$ cat config.mk
export PLATFORM = sky130hd
export DESIGN_NAME = signed_decimal_formatter
export DESIGN_NICKNAME = d
export VERILOG_FILES = /design/src/hw/rtl/sdf_pkg.sv /design/src/hw/rtl/signed_decimal_formatter.sv
export SDC_FILE = /design/constraint.sdc
export NUM_CORES = 1
export LEC_CHECK = 0
export BUFFER_PORTS_ARGS = -buffer_cell sky130_fd_sc_hd__buf_2
export CAP_MARGIN = 20
export CORE_MARGIN = 4
export CORE_UTILIZATION = 30
export CTS_BUF_LIST = sky130_fd_sc_hd__clkbuf_8
export DETAILED_ROUTE_END_ITERATION = 10
export GPL_ROUTABILITY_DRIVEN = 1
export SYNTH_ARGS = -nofsm -noshare
export SYNTH_HDL_FRONTEND = slang
export SYNTH_SLANG_ARGS = --single-unit
export TNS_END_PERCENT = 50
$ cat constraint.sdc
create_clock -name clk -period 5.97 [get_ports clk]
set_input_delay 0.8955 -clock clk [delete_from_list [all_inputs] [get_ports clk]]
set_output_delay 0.8955 -clock clk [all_outputs]
set_load 0.02 [all_outputs]
$ cat src/hw/rtl/sdf_pkg.sv
// ----------------------------------------------------------------------------
// sdf_pkg
// Shared types and constants for the signed decimal formatter.
// ----------------------------------------------------------------------------
package sdf_pkg;

    localparam int VALUE_WIDTH = 32;
    localparam int CHAR_WIDTH  = 8;
    localparam int NUM_DIGITS  = 10;
    localparam int BCD_WIDTH   = 4 * NUM_DIGITS;
    localparam int BIT_CNT_W   = $clog2(VALUE_WIDTH);
    localparam int DIG_CNT_W   = $clog2(NUM_DIGITS + 1);

    localparam logic [CHAR_WIDTH-1:0] DIGIT_BASE = 8'd48;
    localparam logic [CHAR_WIDTH-1:0] MINUS_CODE = 8'd45;

    localparam logic [BIT_CNT_W-1:0] LAST_BIT   = BIT_CNT_W'(VALUE_WIDTH - 1);
    localparam logic [DIG_CNT_W-1:0] ALL_DIGITS = DIG_CNT_W'(NUM_DIGITS);
    localparam logic [DIG_CNT_W-1:0] ONE_DIGIT  = DIG_CNT_W'(1);

    typedef enum logic [3:0] {
        S_IDLE  = 4'b0001,
        S_CONV  = 4'b0010,
        S_SKIP  = 4'b0100,
        S_DIGIT = 4'b1000
    } state_t;

endpackage

$ cat src/hw/rtl/signed_decimal_formatter.sv
// ----------------------------------------------------------------------------
// signed_decimal_formatter
// Converts a signed 32-bit integer to decimal ASCII text, issued one byte per cycle once converted.
//
// Usage: drive value and raise start while busy is low; that edge is the
// transfer. busy stays high until the last character has been issued.
// The magnitude is converted by a bit-serial double-dabble shifter, one
// input bit per cycle, then leading zero digits are dropped at one per
// cycle (up to 9), then the text is issued one byte per cycle:
// a minus sign for negative values, then the digits, most significant first.
// Each character is on char_code/last for exactly one cycle with strobe high;
// last marks the final character. The receiver cannot stall the output.
// The conversion shifter takes up most of the item time. For a negative
// value the minus sign comes in the cycle before the first digit. A new
// item may be started in the cycle the last character is shown. Reset
// returns the block to idle and drops any conversion in progress; no state
// is kept between items.
// ----------------------------------------------------------------------------
module signed_decimal_formatter (
    input  logic                                clk,
    input  logic                                rst_n,
    input  logic                                start,
    output logic                                busy,
    input  logic signed [sdf_pkg::VALUE_WIDTH-1:0] value,
    output logic                                strobe,
    output logic        [sdf_pkg::CHAR_WIDTH-1:0]  char_code,
    output logic                                last
);

    sdf_pkg::state_t state_reg, state_next;

    logic [sdf_pkg::VALUE_WIDTH-1:0] mag_reg, mag_next;
    logic [sdf_pkg::BCD_WIDTH-1:0]   bcd_reg, bcd_next;
    logic [sdf_pkg::BCD_WIDTH-1:0]   bcd_adj;
    logic [sdf_pkg::BIT_CNT_W-1:0]   bit_cnt_reg, bit_cnt_next;
    logic [sdf_pkg::DIG_CNT_W-1:0]   dig_cnt_reg, dig_cnt_next;
    logic                            neg_reg, neg_next;
    logic                            strobe_reg, strobe_next;
    logic                            last_reg, last_next;
    logic [sdf_pkg::CHAR_WIDTH-1:0]  char_reg, char_next;
    logic [3:0]                      top_digit;
    logic [sdf_pkg::VALUE_WIDTH-1:0] raw;

    assign raw       = sdf_pkg::VALUE_WIDTH'(value);
    assign top_digit = bcd_reg[sdf_pkg::BCD_WIDTH-1 -: 4];

    // add-3 correction on every BCD digit before the shift
    always_comb
    begin
        for (int i = 0; i < sdf_pkg::NUM_DIGITS; i++)
        begin
            if (bcd_reg[4*i +: 4] >= 4'd5)
            begin
                bcd_adj[4*i +: 4] = bcd_reg[4*i +: 4] + 4'd3;
            end
            else
            begin
                bcd_adj[4*i +: 4] = bcd_reg[4*i +: 4];
            end
        end
    end

    always_comb
    begin
        state_next   = state_reg;
        mag_next     = mag_reg;
        bcd_next     = bcd_reg;
        bit_cnt_next = bit_cnt_reg;
        dig_cnt_next = dig_cnt_reg;
        neg_next     = neg_reg;
        strobe_next  = 1'b0;
        last_next    = 1'b0;
        char_next    = char_reg;

        case (state_reg)
            sdf_pkg::S_IDLE:
            begin
                if (start)
                begin
                    neg_next     = raw[sdf_pkg::VALUE_WIDTH-1];
                    mag_next     = raw[sdf_pkg::VALUE_WIDTH-1] ? (~raw + 1'b1) : raw;
                    bcd_next     = '0;
                    bit_cnt_next = '0;
                    state_next   = sdf_pkg::S_CONV;
                end
            end
            sdf_pkg::S_CONV:
            begin
                bcd_next     = {bcd_adj[sdf_pkg::BCD_WIDTH-2:0],
                                mag_reg[sdf_pkg::VALUE_WIDTH-1]};
                mag_next     = {mag_reg[sdf_pkg::VALUE_WIDTH-2:0], 1'b0};
                bit_cnt_next = bit_cnt_reg + 1'b1;
                if (bit_cnt_reg == sdf_pkg::LAST_BIT)
                begin
                    dig_cnt_next = sdf_pkg::ALL_DIGITS;
                    state_next   = sdf_pkg::S_SKIP;
                end
            end
            sdf_pkg::S_SKIP:
            begin
                if (top_digit == 4'd0 && dig_cnt_reg != sdf_pkg::ONE_DIGIT)
                begin
                    bcd_next     = {bcd_reg[sdf_pkg::BCD_WIDTH-5:0], 4'd0};
                    dig_cnt_next = dig_cnt_reg - 1'b1;
                end
                else
                begin
                    if (neg_reg)
                    begin
                        strobe_next = 1'b1;
                        char_next   = sdf_pkg::MINUS_CODE;
                    end
                    state_next = sdf_pkg::S_DIGIT;
                end
            end
            sdf_pkg::S_DIGIT:
            begin
                strobe_next  = 1'b1;
                char_next    = sdf_pkg::DIGIT_BASE + {4'd0, top_digit};
                bcd_next     = {bcd_reg[sdf_pkg::BCD_WIDTH-5:0], 4'd0};
                dig_cnt_next = dig_cnt_reg - 1'b1;
                if (dig_cnt_reg == sdf_pkg::ONE_DIGIT)
                begin
                    last_next  = 1'b1;
                    state_next = sdf_pkg::S_IDLE;
                end
            end
            default:
            begin
                state_next = sdf_pkg::S_IDLE;
            end
        endcase
    end

    always_ff @(posedge clk or negedge rst_n)
    begin
        if (!rst_n)
        begin
            state_reg   <= sdf_pkg::S_IDLE;
            strobe_reg  <= 1'b0;
            last_reg    <= 1'b0;
            bit_cnt_reg <= '0;
            dig_cnt_reg <= '0;
            neg_reg     <= 1'b0;
        end
        else
        begin
            state_reg   <= state_next;
            strobe_reg  <= strobe_next;
            last_reg    <= last_next;
            bit_cnt_reg <= bit_cnt_next;
            dig_cnt_reg <= dig_cnt_next;
            neg_reg     <= neg_next;
        end
    end

    always_ff @(posedge clk)
    begin
        mag_reg  <= mag_next;
        bcd_reg  <= bcd_next;
        char_reg <= char_next;
    end

    assign busy      = (state_reg != sdf_pkg::S_IDLE);
    assign strobe    = strobe_reg;
    assign char_code = char_reg;
    assign last      = last_reg;

    a_last_needs_strobe: assert property (@(posedge clk) disable iff (!rst_n)
        last |-> strobe)
        else $error("last without strobe");

    a_last_frees_block: assert property (@(posedge clk) disable iff (!rst_n)
        (strobe && last) |-> !busy)
        else $error("block still busy after final character");

    a_start_goes_busy: assert property (@(posedge clk) disable iff (!rst_n)
        (start && !busy) |=> busy)
        else $error("transfer did not start a conversion");

    a_minus_not_last: assert property (@(posedge clk) disable iff (!rst_n)
        (strobe && char_code == sdf_pkg::MINUS_CODE) |-> !last)
        else $error("minus sign flagged as final character");

    a_no_output_in_conv: assert property (@(posedge clk) disable iff (!rst_n)
        (state_reg == sdf_pkg::S_CONV) |=> !strobe)
        else $error("character issued during conversion");

endmodule
==> results of run 1 <==
[power groups by stage]
| stage | Sequential [mW] | Combinational [mW] | Clock [mW] |
|---|---|---|---|
| final | 1.34 | 1.21 | 0.445 |
| after global routing | 1.39 | 1.38 | 0.485 |
| after CTS | 1.35 | 1.19 | 0.459 |
| after detailed placement | 1.36 | 1.18 | 0 |
| after global placement | 1.35 | 1.11 | 0 |
| after floorplan | 1.32 | 0.894 | 0 |
[kinds of logic (layout without fill, tap and decap cells)]
kind of cell	Yosys count	count (layout)	synth area share [%]
and+or+nand+nor	162	162	16.0
AOI/OAI and AO/OA	159	159	17.5
DFF	93	93	48.8
buffers and inverters	53	92	4.03
xor gates and xnor gates	45	45	7.09
adders and majority gates	26	26	5.85
muxes	3	3	0.562
other	2	3	0.135
[cell type report]
type / instances / area share [%]
Clock buffer: 11 / 2.43
Inverter: 29 / 1.74
Sequential cell: 93 / 43.5
Clock inverter: 5 / 0.942
Tap cell: 229 / 4.59
Timing Repair Buffer: 47 / 4.49
Multi-Input combinational cell: 398 / 42.3
[through the flow]
stage                     setup WS [ns]  cells
after global routing               2.87    812
after detailed placement           2.74    795
after CTS                          2.71    811
after global placement             2.82    794
final                              3.15    812
after floorplan                    2.43    544
[synthesized netlist by cell type, drive strengths merged]
cell / instances / area, um2
o41a: 1 / 12.5
conb: 2 / 7.51
or4b: 1 / 10.0
o21ai: 65 / 325
a211oi: 1 / 20.0
nor3: 8 / 55.1
xnor2: 11 / 96.3
nor2: 29 / 116
a31oi: 2 / 12.5
a22oi: 3 / 22.5
inv: 29 / 109
nor2b: 4 / 25.0
o31ai: 17 / 128
xor2: 34 / 298
o22ai: 12 / 75.1
mux2: 1 / 11.3
mux2i: 2 / 20.0
o32ai: 6 / 52.6
nand4: 5 / 37.5
clkbuf: 6 / 22.5
or2: 1 / 6.26
a21oi: 35 / 175
edfxtp: 77 / 2310
dfstp: 1 / 26.3
nand3: 5 / 30.0
nand2: 63 / 236
nand2b: 13 / 81.3
buf: 18 / 92.6
dfrtp: 15 / 375
nor4b: 5 / 56.3
o41ai: 3 / 33.8
ha: 26 / 325
or3b: 1 / 8.76
a22o: 11 / 96.3
nor3b: 14 / 105
or3: 1 / 6.26
nand4b: 2 / 17.5
and4: 1 / 8.76
and3: 1 / 6.26
a21o: 3 / 22.5
nor4: 5 / 65.1
and2: 3 / 18.8
[how the worst max path moves through the flow]
stage / from / end / slack [ns] / cells past startpoint
2_1_floorplan: state_reg[3]$_DFFE_PN0P_ / bcd_reg[0]$_DFFE_PP_ / 2.43 / 6
3_3_place_gp: state_reg[1]$_DFFE_PN0P_ / bcd_reg[17]$_DFFE_PP_ / 2.82 / 4
3_5_place_dp: state_reg[1]$_DFFE_PN0P_ / bcd_reg[17]$_DFFE_PP_ / 2.74 / 4
4_1_cts: state_reg[1]$_DFFE_PN0P_ / bcd_reg[18]$_DFFE_PP_ / 2.71 / 4
5_1_grt: state_reg[3]$_DFFE_PN0P_ / bcd_reg[25]$_DFFE_PP_ / 2.87 / 5
6_report: state_reg[1]$_DFFE_PN0P_ / bcd_reg[12]$_DFFE_PP_ / 3.15 / 5
[worst register-to-register path: cells and delay by family (launching register included)]
kind	cells	cell delay (ns)
flops	1	0.44
simple gates	3	1.61
compound gates	1	0.19
buf+inv	1	0.25
[metal layers]
layer / GRT usage (%) / wire [um] / up-vias
li1: - / - / 2041
met1: 14.1 / 5060 / 1911
met2: 18.1 / 5180 / 81
met3: 2.31 / 482 / 12
met4: 4.03 / 136 / 0
met5: 0 / 0 / -
==> results.txt, run 1 <==
----------------------------------------------------
[Finish]
  Fraction of layout cells with a size suffix above 1 ... 14.2%
  Max FFs per register ... 40
  Layout overhead on the synthesized area ... 12.2%
  Final Cell Area ... 6240 um2
  Fillcell total ... 1800
  N_diodes ... 0
  Post-Route Utilization ... 34.5%
  Area occupied by registers ... 2710 um2
  Total area of multi-input combinational cells ... 2640 um2
  Net count, final ... 639
  Leading cell type in the layout, fill and taps excluded ... sky130_fd_sc_hd__edfxtp_1
  Commonest cells after routing, fill and taps aside ... sky130_fd_sc_hd__edfxtp_1, sky130_fd_sc_hd__o21ai_0, sky130_fd_sc_hd__nand2_1, sky130_fd_sc_hd__buf_2, sky130_fd_sc_hd__a21oi_1

[Pwr]
  Total power density per cell area ... 480 nW/um2
  Design Power ... 3.00 mW
  Internal Pwr Total ... 1.81 mW
  Switching power ... 1.18 mW
  Net switching fraction of the power ... 39.5%
  Max IR drop VDD ... 0.171 mV
  Sequential share of power ... 44.9%
  Clock network fraction of total power ... 14.9%
  Combinational cell fraction of total power ... 40.3%
  Leakage power total ... 2.30 nW

[Clock network]
  Clock transition time at the flip-flop clock pins of the worst setup and hold paths ... 0.10 ns
  Insertion delay of the later-clocked pin in the worst-skew pair ... 0.37 ns
  Number of gates resized after cts ... 0
  Clock Tree Buf Depth ... 2
  Clock Tree Root ... sky130_fd_sc_hd__clkbuf_8
  Hold buffer count at cts ... 0
  Number of buffers inserted by post-CTS setup repair ... 0
  Clock tree from TritonCTS ... built
  CTS H-Tree Depth ... 3
  Sink Count ... 93
  Number of CTS-inserted buffers ... 9

[Setup path]
  Slowest cell delay on critical path ... 0.75 ns
  Crit Path Class ... flip-flop to flip-flop
  Reg2Reg Setup Slack ... 3.15 ns
  Top Family by Delay on Critical Path ... simple AND/OR/NAND/NOR gates
  FF-to-FF End ... bcd_reg[12]$_DFFE_PP_
  Critical-path maximum fanout ... 31
  Depth of the worst register-to-register path ... 5
  Cell chain of the critical path ... nor4b_2 -> or2_2 -> o22ai_1 -> nor2_4 -> buf_12
  Kind of launch point of the worst setup path ... flip-flop
  Crit path arrival time ... 2.88 ns
  Type of destination of the critical path ... flip-flop
  Worst flop-to-flop path startpoint ... state_reg[1]$_DFFE_PN0P_
  Required time of the worst setup path ... 6.03 ns
  Critical path buffer and inverter count ... 1
  Critical path's slowest cell ... sky130_fd_sc_hd__nor4b_2

[Timing]
  Final max-slew violation count ... 0
  Final worst path period share ... 47.3%
  Summed negative setup slack over all endpoints ... 0 ns
  Layout Skew ... 0.0174 ns
  Post-layout min period ... 2.82 ns
  Slew headroom ... 46.6%
  Worst Hold Slack ... 0.415 ns
  Transition time of the tightest slew-check pin ... 0.799 ns
  Hold violation total from the final report ... 0
  Fmax ... 354 MHz
  RSZ-0062 raised after global routing ... false
  Final setup vio count ... 0

[Floorplan]
  Die Width ... 144 um
  DIE HEIGHT ... 144 um
  Placeable Area ... 18100 um2
  Count of pins on the block boundary ... 46
  Site row count ... 49
  Area of the die ... 20800 um2
  Starting density of the core ... 30.8%

[Detailed routing]
  Detailed Route Iter0 Violations ... 180
  Final ANT Viol Nets ... 0
  Post-Route WL ... 10900 um
  Initial DRT Pass Iterations ... 4
  Routed wire length per instance ... 13.4 um
  Vias per cell ... 4.98
  Total number of vias ... 4045
  Total DRC errors in the routed layout ... 0

[Yosys]
  Flip-flop and latch count after synthesis ... 93
  Syn Std Cell Area ... 5560 um2
  Seq/Total Area, Yosys ... 48.8%
  Post-Synthesis Mean Instance Area ... 10.2 um2
  Post-Synthesis Cells ... 543
  Total number of yosys warnings ... 0
  Distinct cell type count after synthesis ... 52

[Placed design]
  Weighted congestion reported at the end of routability-driven placement ... 0.823
  Placed wire-length estimate ... 7690 um
  Standard cell area after detailed placement ... 6010 um2
  Count of input and output buffers ... 42

[Global route]
  First-pass GRT wire length ... 18700 um
  Number of antenna violations at the first check in global routing ... 0
  GRT Residual Overflow ... 0
  Overall Global Routing Usage ... 10.9%
  Pin count of the biggest net entering global routing ... 64
  Via count of the first global-routing pass ... 4060

[Worst hold path]
  Path type of the worst min-delay path ... input port to async pin

[Outcome]
  Result of the run ... complete, no violations

[Job]
  # Max-Cap Violations ... 0

----------------------------------------------------
Power figures use the tool's default switching activity.
==> inputs of run 2 (changes only) <==
==> constraint.sdc (replaced) <==
create_clock -name clk -period 2.8 [get_ports clk]
set_input_delay 0.42 -clock clk [delete_from_list [all_inputs] [get_ports clk]]
set_output_delay 0.42 -clock clk [all_outputs]
set_load 0.02 [all_outputs]
==> results.txt, run 2 (synthesis gave the netlist of run 1 again) <==
----------------------------------------------------
[Clock network]
  Insertion delay of the later-clocked pin in the worst-skew pair ... 0.37 ns (about the same)
  Number of CTS-inserted buffers ... 9 (unchanged)
  Clock Tree Buf Depth ... 2 (unchanged)
  Sink Count ... 93 (unchanged)
  Clock Tree Root ... sky130_fd_sc_hd__clkbuf_8
  Number of gates resized after cts ... 0 (unchanged)
  Clock tree from TritonCTS ... built
  Clock transition time at the flip-flop clock pins of the worst setup and hold paths ... 0.10 ns (about the same)
  CTS H-Tree Depth ... 3 (unchanged)

[Setup path]
  Crit path arrival time ... 1.79 ns (-1.09 ns)
  Crit Path Class ... flip-flop to output port
  Reg2Reg Setup Slack ... 0.63 ns (-2.52 ns)
  Required time of the worst setup path ... 2.38 ns (-3.65 ns)
  FF-to-FF End ... mag_reg[4]$_DFFE_PP_
  Critical-path maximum fanout ... 5 (-84%)
  Worst flop-to-flop path startpoint ... state_reg[0]$_DFFE_PN1P_
  Type of destination of the critical path ... output port
  Kind of launch point of the worst setup path ... flip-flop
  Depth of the worst register-to-register path ... 4 (-1)

[Floorplan]
  Starting density of the core ... 30.8% (unchanged)
  Die Width ... 144 um (unchanged)
  Area of the die ... 20800 um2 (unchanged)
  Site row count ... 49 (unchanged)
  Count of pins on the block boundary ... 46 (unchanged)
  DIE HEIGHT ... 144 um (unchanged)
  Placeable Area ... 18100 um2 (unchanged)

[Placed design]
  Count of input and output buffers ... 42 (unchanged)
  Standard cell area after detailed placement ... 6030 um2 (+0.37%)
  Placed wire-length estimate ... 7910 um (+2.8%)
  Weighted congestion reported at the end of routability-driven placement ... 0.850 (+3.3%)
  Number of placed cells counting well taps ... 799 (+0.50%)
  Post-place setup slack ... 0.493 ns (-2.25 ns)

[Worst hold path]
  Sink of the worst hold path ... state_reg[0]$_DFFE_PN1P_
  Path type of the worst min-delay path ... input port to flip-flop
  Startpoint of the tightest hold check path ... start
  Min-Delay Path Depth ... 2

[Detailed routing]
  Top layer reached by signal wires ... met4
  Routed wire length per instance ... 13.9 um (+4.3%)
  Vias per cell ... 5.13 (+2.9%)
  Total number of vias ... 4182 (+3.4%)
  Post-Route WL ... 11400 um (+4.8%)
  Sum of met2 wire segment lengths after detailed routing ... 5360 um (+3.6%)
  WL met3 ... 427 um (-11%)
  Initial DRT Pass Iterations ... 6 (+2)
  Total DRC errors in the routed layout ... 0 (unchanged)
  Wire length on met1 ... 5400 um (+6.9%)
  Detailed Route Iter0 Violations ... 342 (+90%)
  Final ANT Viol Nets ... 0 (unchanged)

[Finish]
  Fillcell total ... 1792 (-0.44%)
  Total area of multi-input combinational cells ... 2640 um2 (unchanged)
  Net count, final ... 643 (+0.63%)
  Post-Route Utilization ... 34.3% (-0.19 points)
  Area occupied by registers ... 2710 um2 (unchanged)
  Leading cell type in the layout, fill and taps excluded ... sky130_fd_sc_hd__edfxtp_1
  Layout overhead on the synthesized area ... 11.6%
  Commonest cells after routing, fill and taps aside ... sky130_fd_sc_hd__edfxtp_1, sky130_fd_sc_hd__o21ai_0, sky130_fd_sc_hd__nand2_1, sky130_fd_sc_hd__buf_2, sky130_fd_sc_hd__a21oi_1
  N_diodes ... 0 (unchanged)
  Final Non-Filler Cells ... 816 (+0.49%)
  Final Cell Area ... 6210 um2 (-0.54%)
  Fraction of layout cells with a size suffix above 1 ... 14.5% (+0.24 points)
  Max FFs per register ... 40 (unchanged)

[Pwr]
  Internal Pwr Total ... 3.70 mW (+100%)
  Sequential share of power ... 46.0% (+1.1 points)
  Switching power ... 2.54 mW (+110%)
  Leakage power total ... 2.30 nW (about the same)
  Net switching fraction of the power ... 40.7% (+1.2 points)
  Clock network fraction of total power ... 12.9% (-2.0 points)
  Combinational cell fraction of total power ... 41.1% (+0.8 points)
  Max IR drop VDD ... 0.469 mV (+170%)
  Design Power ... 6.24 mW (+110%)
  Total power density per cell area ... 1010 nW/um2 (+110%)

[Timing]
  Setup slack after layout ... 0.594 ns (-2.55 ns)
  Post-layout min period ... 2.21 ns
  Final setup vio count ... 0 (unchanged)
  RSZ-0062 raised after global routing ... false
  Layout Skew ... 0.0117 ns (-0.00570 ns)
  Final worst path period share ... 78.8%
  Fmax ... 453 MHz
  Summed negative setup slack over all endpoints ... 0 ns (unchanged)
  Hold violation total from the final report ... 0 (unchanged)
  Transition time of the tightest slew-check pin ... 0.559 ns (-0.240 ns)
  Slew headroom ... 62.4% (+16 points)
  Worst Hold Slack ... 0.248 ns (-0.167 ns)
  Final max-slew violation count ... 0 (unchanged)

[Global route]
  Number of antenna violations at the first check in global routing ... 0 (unchanged)
  Overall Global Routing Usage ... 11.5% (+0.58 points)
  First-pass GRT wire length ... 19600 um (+4.6%)
  Pin count of the biggest net entering global routing ... 57 (-11%)
  GRT Residual Overflow ... 0 (unchanged)
  Via count of the first global-routing pass ... 4242 (+4.5%)

[Job]
  # Max-Cap Violations ... 0 (unchanged)

[Outcome]
  Result of the run ... complete, no violations

----------------------------------------------------
[run 2: area by class of cell]
type                    instances  area share (%)
repair buffers                 51            4.72
flip-flops and latches         93            43.7
clock inverters                 7           0.645
inverters                      29            1.75
clock buffers                   9            2.00
well taps                     229            4.62
multi-input cells             398            42.6
[run 2: timing repair]
| item | CTS | global route |
|---|---|---|
| setup endpoints to repair | 0 | 0 |
| setup buffers | 0 | 0 |
| endpoints found under the hold margin | 15 | 0 |
| hold buffers | 1 | 0 |
[run 2: layer usage]
layer | vias to the layer above | global-route usage (%)
met5 | - | 0
met2 | 92 | 18.9
met4 | 0 | 4.03
met3 | 16 | 2.65
li1 | 2056 | -
met1 | 2018 | 15.0
[run 2: worst max-delay path, stage by stage, from the launching register on]
cell	delay, ns
sky130_fd_sc_hd__dfstp_2	0.60
sky130_fd_sc_hd__nor4b_1	0.44
sky130_fd_sc_hd__inv_1	0.17
sky130_fd_sc_hd__buf_2	0.20
[run 2: how the worst max path moves through the flow]
stage	from	endpoint	slack, ns	depth (start not counted)
2_1_floorplan	state_reg[3]$_DFFE_PN0P_	bcd_reg[0]$_DFFE_PP_	0.34	6
3_3_place_gp	value[0]	mag_reg[30]$_DFFE_PP_	0.49	8
3_5_place_dp	value[0]	mag_reg[20]$_DFFE_PP_	0.49	8
4_1_cts	state_reg[0]$_DFFE_PN1P_	busy	0.56	3
5_1_grt	state_reg[0]$_DFFE_PN1P_	busy	0.44	3
6_report	state_reg[0]$_DFFE_PN1P_	busy	0.59	3
[run 2: power by group through the flow]
stage               registers (mW)  logic [mW]  clock network (mW)
floorplan                     2.78        1.92                   0
detailed placement            2.90        2.57                   0
global placement              2.86        2.47                   0
CTS                           2.87        2.59               0.851
finish                        2.87        2.56               0.806
global route                  2.96        2.91               0.903
==> inputs of run 3 (changes only) <==
==> constraint.sdc (replaced) <==
create_clock -name clk -period 1.9 [get_ports clk]
set_input_delay 0.285 -clock clk [delete_from_list [all_inputs] [get_ports clk]]
set_output_delay 0.285 -clock clk [all_outputs]
set_load 0.02 [all_outputs]
==> results.txt, run 3 (synthesis gave the netlist of run 1 again) <==
----------------------------------------------------
[Pwr]
  Total power density per cell area ... 1620 nW/um2 (+61%)
  Leakage power total ... 2.80 nW (+21%)
  Max IR drop VDD ... 0.664 mV (+41%)
  Net switching fraction of the power ... 36.9% (-3.8 points)
  Clock network fraction of total power ... 12.9% (about the same)
  Sequential share of power ... 35.9% (-10 points)
  Internal Pwr Total ... 7.35 mW (+99%)
  Switching power ... 4.30 mW (+69%)
  Combinational cell fraction of total power ... 51.2% (+10 points)

[Detailed routing]
  Total number of vias ... 4362 (+4.3%)
  Post-Route WL ... 12300 um (+8.3%)
  Vias per cell ... 4.92 (-4.0%)
  Final ANT Viol Nets ... 0 (unchanged)
  Initial DRT Pass Iterations ... 4 (-2)
  Routed wire length per instance ... 13.9 um (-0.39%)
  Detailed Route Iter0 Violations ... 242 (-29%)
  Total DRC errors in the routed layout ... 0 (unchanged)

[Timing]
  Final worst path period share ... 104%
  Setup slack after layout ... -0.0840 ns (-0.678 ns)
  Fmax ... 504 MHz
  Final max-slew violation count ... 0 (unchanged)
  Layout Skew ... 0.0130 ns (+0.00128 ns)
  Summed negative setup slack over all endpoints ... -1.93 ns (-1.93 ns)
  Worst Hold Slack ... 0.215 ns (-0.0329 ns)
  Post-layout min period ... 1.98 ns
  Hold violation total from the final report ... 0 (unchanged)
  Final setup vio count ... 27 (+27)
  RSZ-0062 raised after global routing ... true

[Floorplan]
  Starting density of the core ... 30.8% (unchanged)
  Count of pins on the block boundary ... 46 (unchanged)
  Placeable Area ... 18100 um2 (unchanged)
  Site row count ... 49 (unchanged)
  DIE HEIGHT ... 144 um (unchanged)
  Die Width ... 144 um (unchanged)
  Area of the die ... 20800 um2 (unchanged)

[Setup path]
  Critical-path maximum fanout ... 9 (+4)
  FF-to-FF End ... bcd_reg[4]$_DFFE_PP_
  Depth of the worst register-to-register path ... 9 (+5)
  Crit path arrival time ... 2.12 ns (+0.33 ns)
  Crit Path Class ... flip-flop to flip-flop
  Required time of the worst setup path ... 2.03 ns (-0.35 ns)
  Reg2Reg Setup Slack ... -0.08 ns (-0.71 ns)
  Type of destination of the critical path ... flip-flop
  Kind of launch point of the worst setup path ... flip-flop
  Worst flop-to-flop path startpoint ... state_reg[0]$_DFFE_PN1P_

[Worst hold path]
  Min-Delay Path Depth ... 2 (unchanged)
  Sink of the worst hold path ... state_reg[0]$_DFFE_PN1P_
  Path type of the worst min-delay path ... input port to flip-flop
  Startpoint of the tightest hold check path ... start

[Finish]
  Area occupied by registers ... 2710 um2 (unchanged)
  Total area of multi-input combinational cells ... 2760 um2 (+4.3%)
  N_diodes ... 0 (unchanged)
  Net count, final ... 714 (+11%)
  Final Cell Area ... 7190 um2 (+16%)
  Commonest cells after routing, fill and taps aside ... sky130_fd_sc_hd__edfxtp_1, sky130_fd_sc_hd__o21ai_0, sky130_fd_sc_hd__nand2_1, sky130_fd_sc_hd__buf_4, sky130_fd_sc_hd__buf_2
  Fraction of layout cells with a size suffix above 1 ... 26.0% (+12 points)
  Layout overhead on the synthesized area ... 29.2%
  Fillcell total ... 1734 (-3.2%)
  Max FFs per register ... 40 (unchanged)
  Post-Route Utilization ... 39.7% (+5.4 points)
  Leading cell type in the layout, fill and taps excluded ... sky130_fd_sc_hd__edfxtp_1

[Clock network]
  Number of CTS-inserted buffers ... 9 (unchanged)
  Sink Count ... 93 (unchanged)
  CTS H-Tree Depth ... 3 (unchanged)
  Clock tree from TritonCTS ... built
  Clock Tree Root ... sky130_fd_sc_hd__clkbuf_8
  Insertion delay of the later-clocked pin in the worst-skew pair ... 0.37 ns (about the same)
  Clock Tree Buf Depth ... 2 (unchanged)
  Clock transition time at the flip-flop clock pins of the worst setup and hold paths ... 0.09 ns (about the same)

[Outcome]
  Violated checks ... negative setup slack
  Result of the run ... finished with violations

[Global route]
  First-pass GRT wire length ... 21100 um (+7.5%)
  Pin count of the biggest net entering global routing ... 57 (unchanged)
  Via count of the first global-routing pass ... 4456 (+5.0%)
  GRT Residual Overflow ... 0 (unchanged)
  Overall Global Routing Usage ... 12.3% (+0.84 points)
  Number of antenna violations at the first check in global routing ... 0 (unchanged)

[Placed design]
  Weighted congestion reported at the end of routability-driven placement ... 0.866 (+1.9%)
  Post-place setup slack ... -0.126 ns (-0.619 ns)
  Count of input and output buffers ... 42 (unchanged)
  Standard cell area after detailed placement ... 6570 um2 (+8.9%)
  Placed wire-length estimate ... 8470 um (+7.1%)

[Job]
  # Max-Cap Violations ... 0 (unchanged)

----------------------------------------------------
==> run 3: repair_timing <==
item / 4_1_cts / 5_1_grt
endpoints found under the hold margin: 15 / 0
setup buffers: 9 / 0
hold buffers: 1 / 0
pin swaps: 4 / 2
cloned: 4 / 3
setup endpoints to repair: 65 / 99
resized for setup: 18 / 16
==> run 3: worst max path at each step <==
| stage | startpoint | to | slack (ns) |
|---|---|---|---|
| floorplan | state_reg[3]$_DFFE_PN0P_ | bcd_reg[0]$_DFFE_PP_ | -0.52 |
| global placement | state_reg[3]$_DFFE_PN0P_ | bcd_reg[23]$_DFFE_PP_ | -0.08 |
| detailed placement | bcd_reg[37]$_DFFE_PP_ | dig_cnt_reg[3]$_DFFE_PN0P_ | -0.13 |
| CTS | state_reg[0]$_DFFE_PN1P_ | bcd_reg[4]$_DFFE_PP_ | -0.07 |
| global route | state_reg[0]$_DFFE_PN1P_ | bcd_reg[24]$_DFFE_PP_ | -0.15 |
| finish | state_reg[0]$_DFFE_PN1P_ | bcd_reg[4]$_DFFE_PP_ | -0.08 |
==> run 3: area by class of cell <==
cell class / count / area share, %
Clock buffer: 10 / 1.92
Clock inverter: 6 / 1.20
Inverter: 29 / 1.55
Multi-Input combinational cell: 398 / 38.4
Sequential cell: 93 / 37.8
Tap cell: 229 / 3.99
Timing Repair Buffer: 122 / 15.2
==> run 3: stage by stage <==
| step | std cells | power (mW) |
|---|---|---|
| after floorplan | 544 | 7.02 |
| after global placement | 855 | 8.47 |
| after detailed placement | 855 | 8.67 |
| after CTS | 885 | 11.3 |
| after global routing | 887 | 12.5 |
| final | 887 | 11.6 |
==> run 3: critical path, stage by stage, from the launching register on <==
cell and delay [ns]:
sky130_fd_sc_hd__dfstp_2 0.55, sky130_fd_sc_hd__buf_6 0.12, sky130_fd_sc_hd__nor4b_4 0.23, sky130_fd_sc_hd__inv_2 0.09, sky130_fd_sc_hd__buf_6 0.14, sky130_fd_sc_hd__o22ai_4 0.16
sky130_fd_sc_hd__nor2_4 0.06, sky130_fd_sc_hd__buf_12 0.12, sky130_fd_sc_hd__buf_12 0.13, sky130_fd_sc_hd__buf_16 0.14
==> run 3: layer usage <==
layer | up-vias | wire length [um] | track usage (%)
met5 | - | 0 | 0
met4 | 0 | 235 | 4.91
met3 | 20 | 390 | 2.08
met2 | 81 | 6030 | 20.4
met1 | 2061 | 5650 | 16.2
li1 | 2200 | - | -
==> run 3: power by group through the flow <==
stage / Sequential, mW / Clock, mW / Combinational, mW
final: 4.18 / 1.50 / 5.96
after global routing: 4.31 / 1.64 / 6.55
after CTS: 4.16 / 1.55 / 5.64
after detailed placement: 4.19 / 0 / 4.48
after global placement: 4.14 / 0 / 4.32
after floorplan: 4.11 / 0 / 2.91
